`src/hw/rtl/vrbs_fifo.sv`:
```
module vrbs_fifo #(
    parameter int WIDTH = 8,
    parameter int DEPTH = 4,
    localparam int AW = $clog2(DEPTH),
    localparam int CW = $clog2(DEPTH + 1)
) (
    input  logic             clk,
    input  logic             rst_n,
    input  logic             in_valid,
    output logic             in_ready,
    input  logic [WIDTH-1:0] in_data,
    output logic             out_valid,
    input  logic             out_ready,
    output logic [WIDTH-1:0] out_data,
    output logic [CW-1:0]    count
);

    logic [WIDTH-1:0] mem_reg [DEPTH];
    logic [AW-1:0]    wr_ptr_reg, wr_ptr_next;
    logic [AW-1:0]    rd_ptr_reg, rd_ptr_next;
    logic [CW-1:0]    count_reg, count_next;
    logic             push, pop;

    assign in_ready  = (count_reg != CW'(DEPTH));
    assign out_valid = (count_reg != '0);
    assign out_data  = mem_reg[rd_ptr_reg];
    assign count     = count_reg;
    assign push      = in_valid && in_ready;
    assign pop       = out_valid && out_ready;

    always_comb
    begin
        wr_ptr_next = push ? wr_ptr_reg + AW'(1) : wr_ptr_reg;
        rd_ptr_next = pop ? rd_ptr_reg + AW'(1) : rd_ptr_reg;
        count_next  = count_reg;
        if (push && !pop)
        begin
            count_next = count_reg + CW'(1);
        end
        else if (pop && !push)
        begin
            count_next = count_reg - CW'(1);
        end
    end

    always_ff @(posedge clk or negedge rst_n)
    begin
        if (!rst_n)
        begin
            wr_ptr_reg <= '0;
            rd_ptr_reg <= '0;
            count_reg  <= '0;
        end
        else
        begin
            wr_ptr_reg <= wr_ptr_next;
            rd_ptr_reg <= rd_ptr_next;
            count_reg  <= count_next;
        end
    end

    always_ff @(posedge clk)
    begin
        if (push)
        begin
            mem_reg[wr_ptr_reg] <= in_data;
        end
    end

endmodule

```
`config.mk`:
```
export PLATFORM = sky130hd
export DESIGN_NAME = vrbs_fifo
export DESIGN_NICKNAME = d
export VERILOG_FILES = /design/src/hw/rtl/vrbs_fifo.sv
export SDC_FILE = /design/constraint.sdc
export NUM_CORES = 1
export LEC_CHECK = 0
export BUFFER_PORTS_ARGS = -buffer_cell sky130_fd_sc_hd__buf_2
export CAP_MARGIN = 25
export CORE_ASPECT_RATIO = 0.8
export CORE_MARGIN = 4
export CORE_UTILIZATION = 30
export CTS_CLUSTER_DIAMETER = 60
export CTS_CLUSTER_SIZE = 40
export DETAILED_ROUTE_END_ITERATION = 8
export PLACE_DENSITY_LB_ADDON = 0.05
export SYNTH_ARGS = -nofsm -noshare
export SYNTH_HDL_FRONTEND = slang
export SYNTH_SLANG_ARGS = --single-unit
```
`constraint.sdc`:
```
create_clock -name clk -period 4.8 [get_ports clk]
set_clock_uncertainty 0.2 [all_clocks]
set_input_delay 0.96 -clock clk [delete_from_list [all_inputs] [get_ports clk]]
set_output_delay 0.96 -clock clk [all_outputs]
set_load 0.01 [all_outputs]
```
### Word-level counts from Yosys, hierarchy flattened

Memory sizes are Yosys's and may differ from the RTL's.
Cells that the tools add are included.

| storage, ports and cells | value |
|---|---|
| memories kept | 1 |
| bits in registers | 7 |
| latch bits | 0 |
| logic and storage cells | 21 |
| bits in read-only memories | 0 |
| RAM bits | 32 |

Memories:

| name | depth | width | read ports | clocked after Yosys merged registers in | write ports | line | RTL |
|---|---|---|---|---|---|---|---|
| mem_reg | 4 | 8 | 1 | 0 | 1 | 18 | `logic [WIDTH-1:0] mem_reg [DEPTH];` |

| cells by class | value |
|---|---|
| shift-type cells | 0 |
| multipliers | 0 |
| add/sub/neg operators | 4 |
| bitwise logic cells | 0 |
| reductions and logical operators | 8 |
| eq/ne operators | 1 |
| divide/modulo/power cells | 0 |
| $lt $le $gt $ge | 0 |
| multiplexer cells | 4 |

Operators with widths:

| cell | count |
|---|---|
| two-way mux 3 bit | 2 |
| adder 2 x 1 -> 2 bit, second input constant | 2 |
| logical AND 1 bit | 4 |
| adder 3 x 1 -> 3 bit, second input constant | 1 |
| != test 3 bit, second input constant | 1 |
| nonzero test 3 bit | 1 |
| subtractor 3 x 1 -> 3 bit, second input constant | 1 |
| zero test 1 bit | 2 |
| two-way mux 1 bit | 2 |
| nonzero test 2 bit | 1 |

### Longest topological paths before layout

| depth | value |
|---|---|
| depth after elaboration | 6 |
| depth in mapped cells | 8 |

### Least setup slack after synthesis

OpenSTA, ideal clock, no wires.

| path | value |
|---|---|
| kind | input port to flip-flop |
| start | in in_valid |
| end | reg count_reg[2], in the netlist count[2] |
| stages on the path | 7 |
| arrival | 2,228 ps |
| path slack | 2,293 ps |
| path buffers | 0 |
| cells stage by stage | a21boi_2 ha_1 inv_1 fa_1 xor2_1 nor2_1 xor2_1 |

| on the way | value |
|---|---|
| longest elaborated chain between the ends | 4 |
| elaborated cells between the ends (all ways) | 6 |
| those cells by class | 1 x mux; 5 x reduce/logical |

Ends and longest elaborated chain:

| item | line | RTL |
|---|---|---|
| start, declared | 9 | `input logic in_valid,` |
| logical AND 1 bit * | 28 | `assign push = in_valid && in_ready;` |
| zero test 1 bit | 40 | `else if (pop && !push)` |
| logical AND 1 bit | 40 |  |
| nonzero test 2 bit (no source line) | - |  |
| end signal, assigned | 58 | `count_reg <= count_next;` |
| end, declared | 21 | `logic [CW-1:0] count_reg, count_next;` |

Every way passes the cells marked *; elsewhere a longest branch is shown, timed or not.
A chain may end at the register's enable or synchronous reset.

### Worst setup path after layout

| path | value |
|---|---|
| start | reg rd_ptr_reg[0] |
| end | out out_data[7] |

| on the way | value |
|---|---|
| longest elaborated chain between the ends | 1 |

Ends and longest elaborated chain:

| item | line | RTL |
|---|---|---|
| start, declared | 20 | `logic [AW-1:0] rd_ptr_reg, rd_ptr_next;` |
| start signal, assigned | 57 | `rd_ptr_reg <= rd_ptr_next;` |
| memory read (4 x 8 bit) | - |  |
| end, declared | 14 | `output logic [WIDTH-1:0] out_data,` |

Every way passes these cells.

==> metrics <==
status finished, final reports clean; fmax 0.3424 GHz; DRT Pass-1 Iters 3; post-route ant nets 0; Final Cycle Share 0.6085; worst path bufs/invs 1; DR vias 742; initial core utilization 0.3127; Clock Latency Late Sink 0.28 ns; post-synth net total 95; clock power share 0.227; die area 0.006514 mm²; Slew Viols, Final 0; Arrival @ worst endpoint 1.76 ns; Slew headroom 0.5912; post-synthesis instance total 77; async set-or-reset flop fraction in the synthesized netlist 0.1795; clk slew on worst S/H paths 0.07 ns; I/O pins 25; post-CTS setup repair buffer count 0; CTS sink count 39; First DRT Iteration DRCs 60; largest net degree at the start of global routing 13; Core ar. 0.005065 mm²; Pleak 0.6946 nW; sw frac 0.3090; RD Place Congestion 0.6736; CP top delay family flip-flops; first-pass GRT wire length 4416 µm; Pint 799.2 µW; post-CTS resize count 0; cell total after placement 161; worst setup path class reg -> out; slowest cell on the critical path dfrtp_1; Hold/Removal Path Class in -> async; Final Routed Wirelength 2701 µm; commonest non-fill, non-tap cell in the layout edfxtp_1; worst-path cell chain mux4_2, buf_2; power density over cell area 616.3 mW/mm²; Avg WL per Cell 15.98 µm; crit path time final 2.921 ns; EDFF count, synth 32; Synth Area in XOR/XNOR 0.03318; largest family of logic cells by synthesized area multiplexers; CTS buffer count 5; Final Hold Vio Count 0; synth unique cells 20; sequential area share after synthesis 0.7172; vias per inst 4.391; DRC viols 0; gr ovfl total 0; Compound-Gate Fraction of Synth Area 0.007109; flop and latch count out of synthesis 39; Layout Cells excl Fill 169; Setup crit start kind register; Antenna diodes 0; Worst-Margin Slew 0.6132 ns; commonest register cell after synthesis edfxtp_1; fill cell count 497; RSZ-0062 raised after global routing no; CTS Hold Buffers Added 0; Mapped Area 0.001584 mm²; yosys warns 0; critical path capture point type output pin; Largest stage delay, worst path 0.74 ns; mux contribution to synthesized area 0.1303; Net Sw Power 357.4 µW; Area Growth Syn to Fin 18.48%; combinational share of power 0.303; # setup viols final 0; PortBufs 24; commonest non-fill, non-tap cells in the layout 32 x edfxtp_1, 24 x buf_2, 8 x mux4_2, 7 x dfrtp_1; max reg flops 32; FP Rows 23; layout cell share with drive strength beyond 1 0.4299; detailed-placement wirelength estimate 1895 µm; Die Wd 89.24 µm; Post-Synth Simple-Gate Area 0.04502; antenna violations before repair 0; sequential group share of total power 0.470; peak supply drop 0.0002512 V; vias in the first global route 838; Critical Path RT 3.64 ns; Longest Clk Path Bufs 2; CTS root buf clkbuf_8; CTS tree yes; setup TNS 0 ns; syn_area_per_cell 20.57 µm²; die height 72.99 µm; Synth Area in Adders 0.05213; CP max FO 10; GRT Total Usage 0.09463; Total Power 1.157 mW; layout net count 124; CTS H-tree depth 2; MaxCap Viol Count 0
[metal layers]
metal,vias up,global-route usage,share of wire
li1,350,-,-
met1,376,0.1284,0.50
met2,12,0.1374,0.45
met3,4,0.03725,0.048
met4,0,0.03471,0.0074
met5,-,0,0
[cell usage after synthesis (2+ instances only)]
master	n	area [µm²]
dfrtp_1	7	175.2
edfxtp_1	32	960.9
xor2_1	2	17.52
mux4_2	8	180.2
and2_1	4	25.02
inv_1	3	11.26
xnor2_1	4	35.03
ha_1	5	62.56
[final cells by class]
type	instances	area [µm²]	share of cell area
Clock inverter	3	38.79	0.02067
Clock buffer	5	68.82	0.03667
Timing Repair Buffer	24	120.1	0.06400
Sequential cell	39	1136	0.6053
Multi-Input combinational cell	33	424.2	0.2260
Tap cell	62	77.57	0.04133
Inverter	3	11.26	0.006000
[cell families (layout without fill, tap and decap cells)]
logic type | count (synthesis) | after routing
muxes | 10 | 10
and+or+nand+nor | 10 | 10
adders and majority gates | 6 | 6
xor gates and xnor gates | 6 | 6
DFF | 39 | 39
buffers and inverters | 5 | 35
AOI/OAI and AO/OA | 1 | 1
[power by group through the flow]
stage          clock (mW)  sequential (mW)  combinational, mW
2_1_floorplan           0            0.506              0.281
4_1_cts             0.268            0.550              0.362
6_report            0.263            0.543              0.351
3_5_place_dp            0            0.557              0.360
5_1_grt             0.281            0.560              0.390
3_3_place_gp            0            0.554              0.358
[worst paths after layout]
check | depth (start not counted) | end | startpoint | slack (ns)
max | 2 | out_data[7] | rd_ptr_reg[0] | 1.88
min | 1 | count[1] | rst_n | 0.30
max reg2reg | 8 | count[2] | count[0] | 2.50
min reg2reg | 1 | count[2] | count[2] | 0.39
max in group asynchronous | 1 | wr_ptr_reg[1] | rst_n | 3.93
min in group clk | 1 | count[2] | count[2] | 0.39
[per-stage QoR]
stage,hold WS (ns),instance area (µm²),setup slack [ns],util
3_3_place_gp,0.3523,1769,2.037,0.3493
2_1_floorplan,0.3348,1584,2.293,-
5_1_grt,0.3070,1877,1.734,0.3706
4_1_cts,0.3020,1877,1.799,0.3706
6_report,0.3039,1877,1.879,0.3706
3_5_place_dp,0.3691,1769,2.028,0.3493
[worst register-to-register path, stage by stage, from the launching register on]
cell and delay, ns:
dfrtp_1 0.46, or3_4 0.43, nand2_4 0.09, ha_1 0.18
inv_1 0.06, fa_1 0.37, xor2_1 0.15, nor2_1 0.13
xor2_1 0.16
Note: power is estimated with default switching activity, not from simulation.
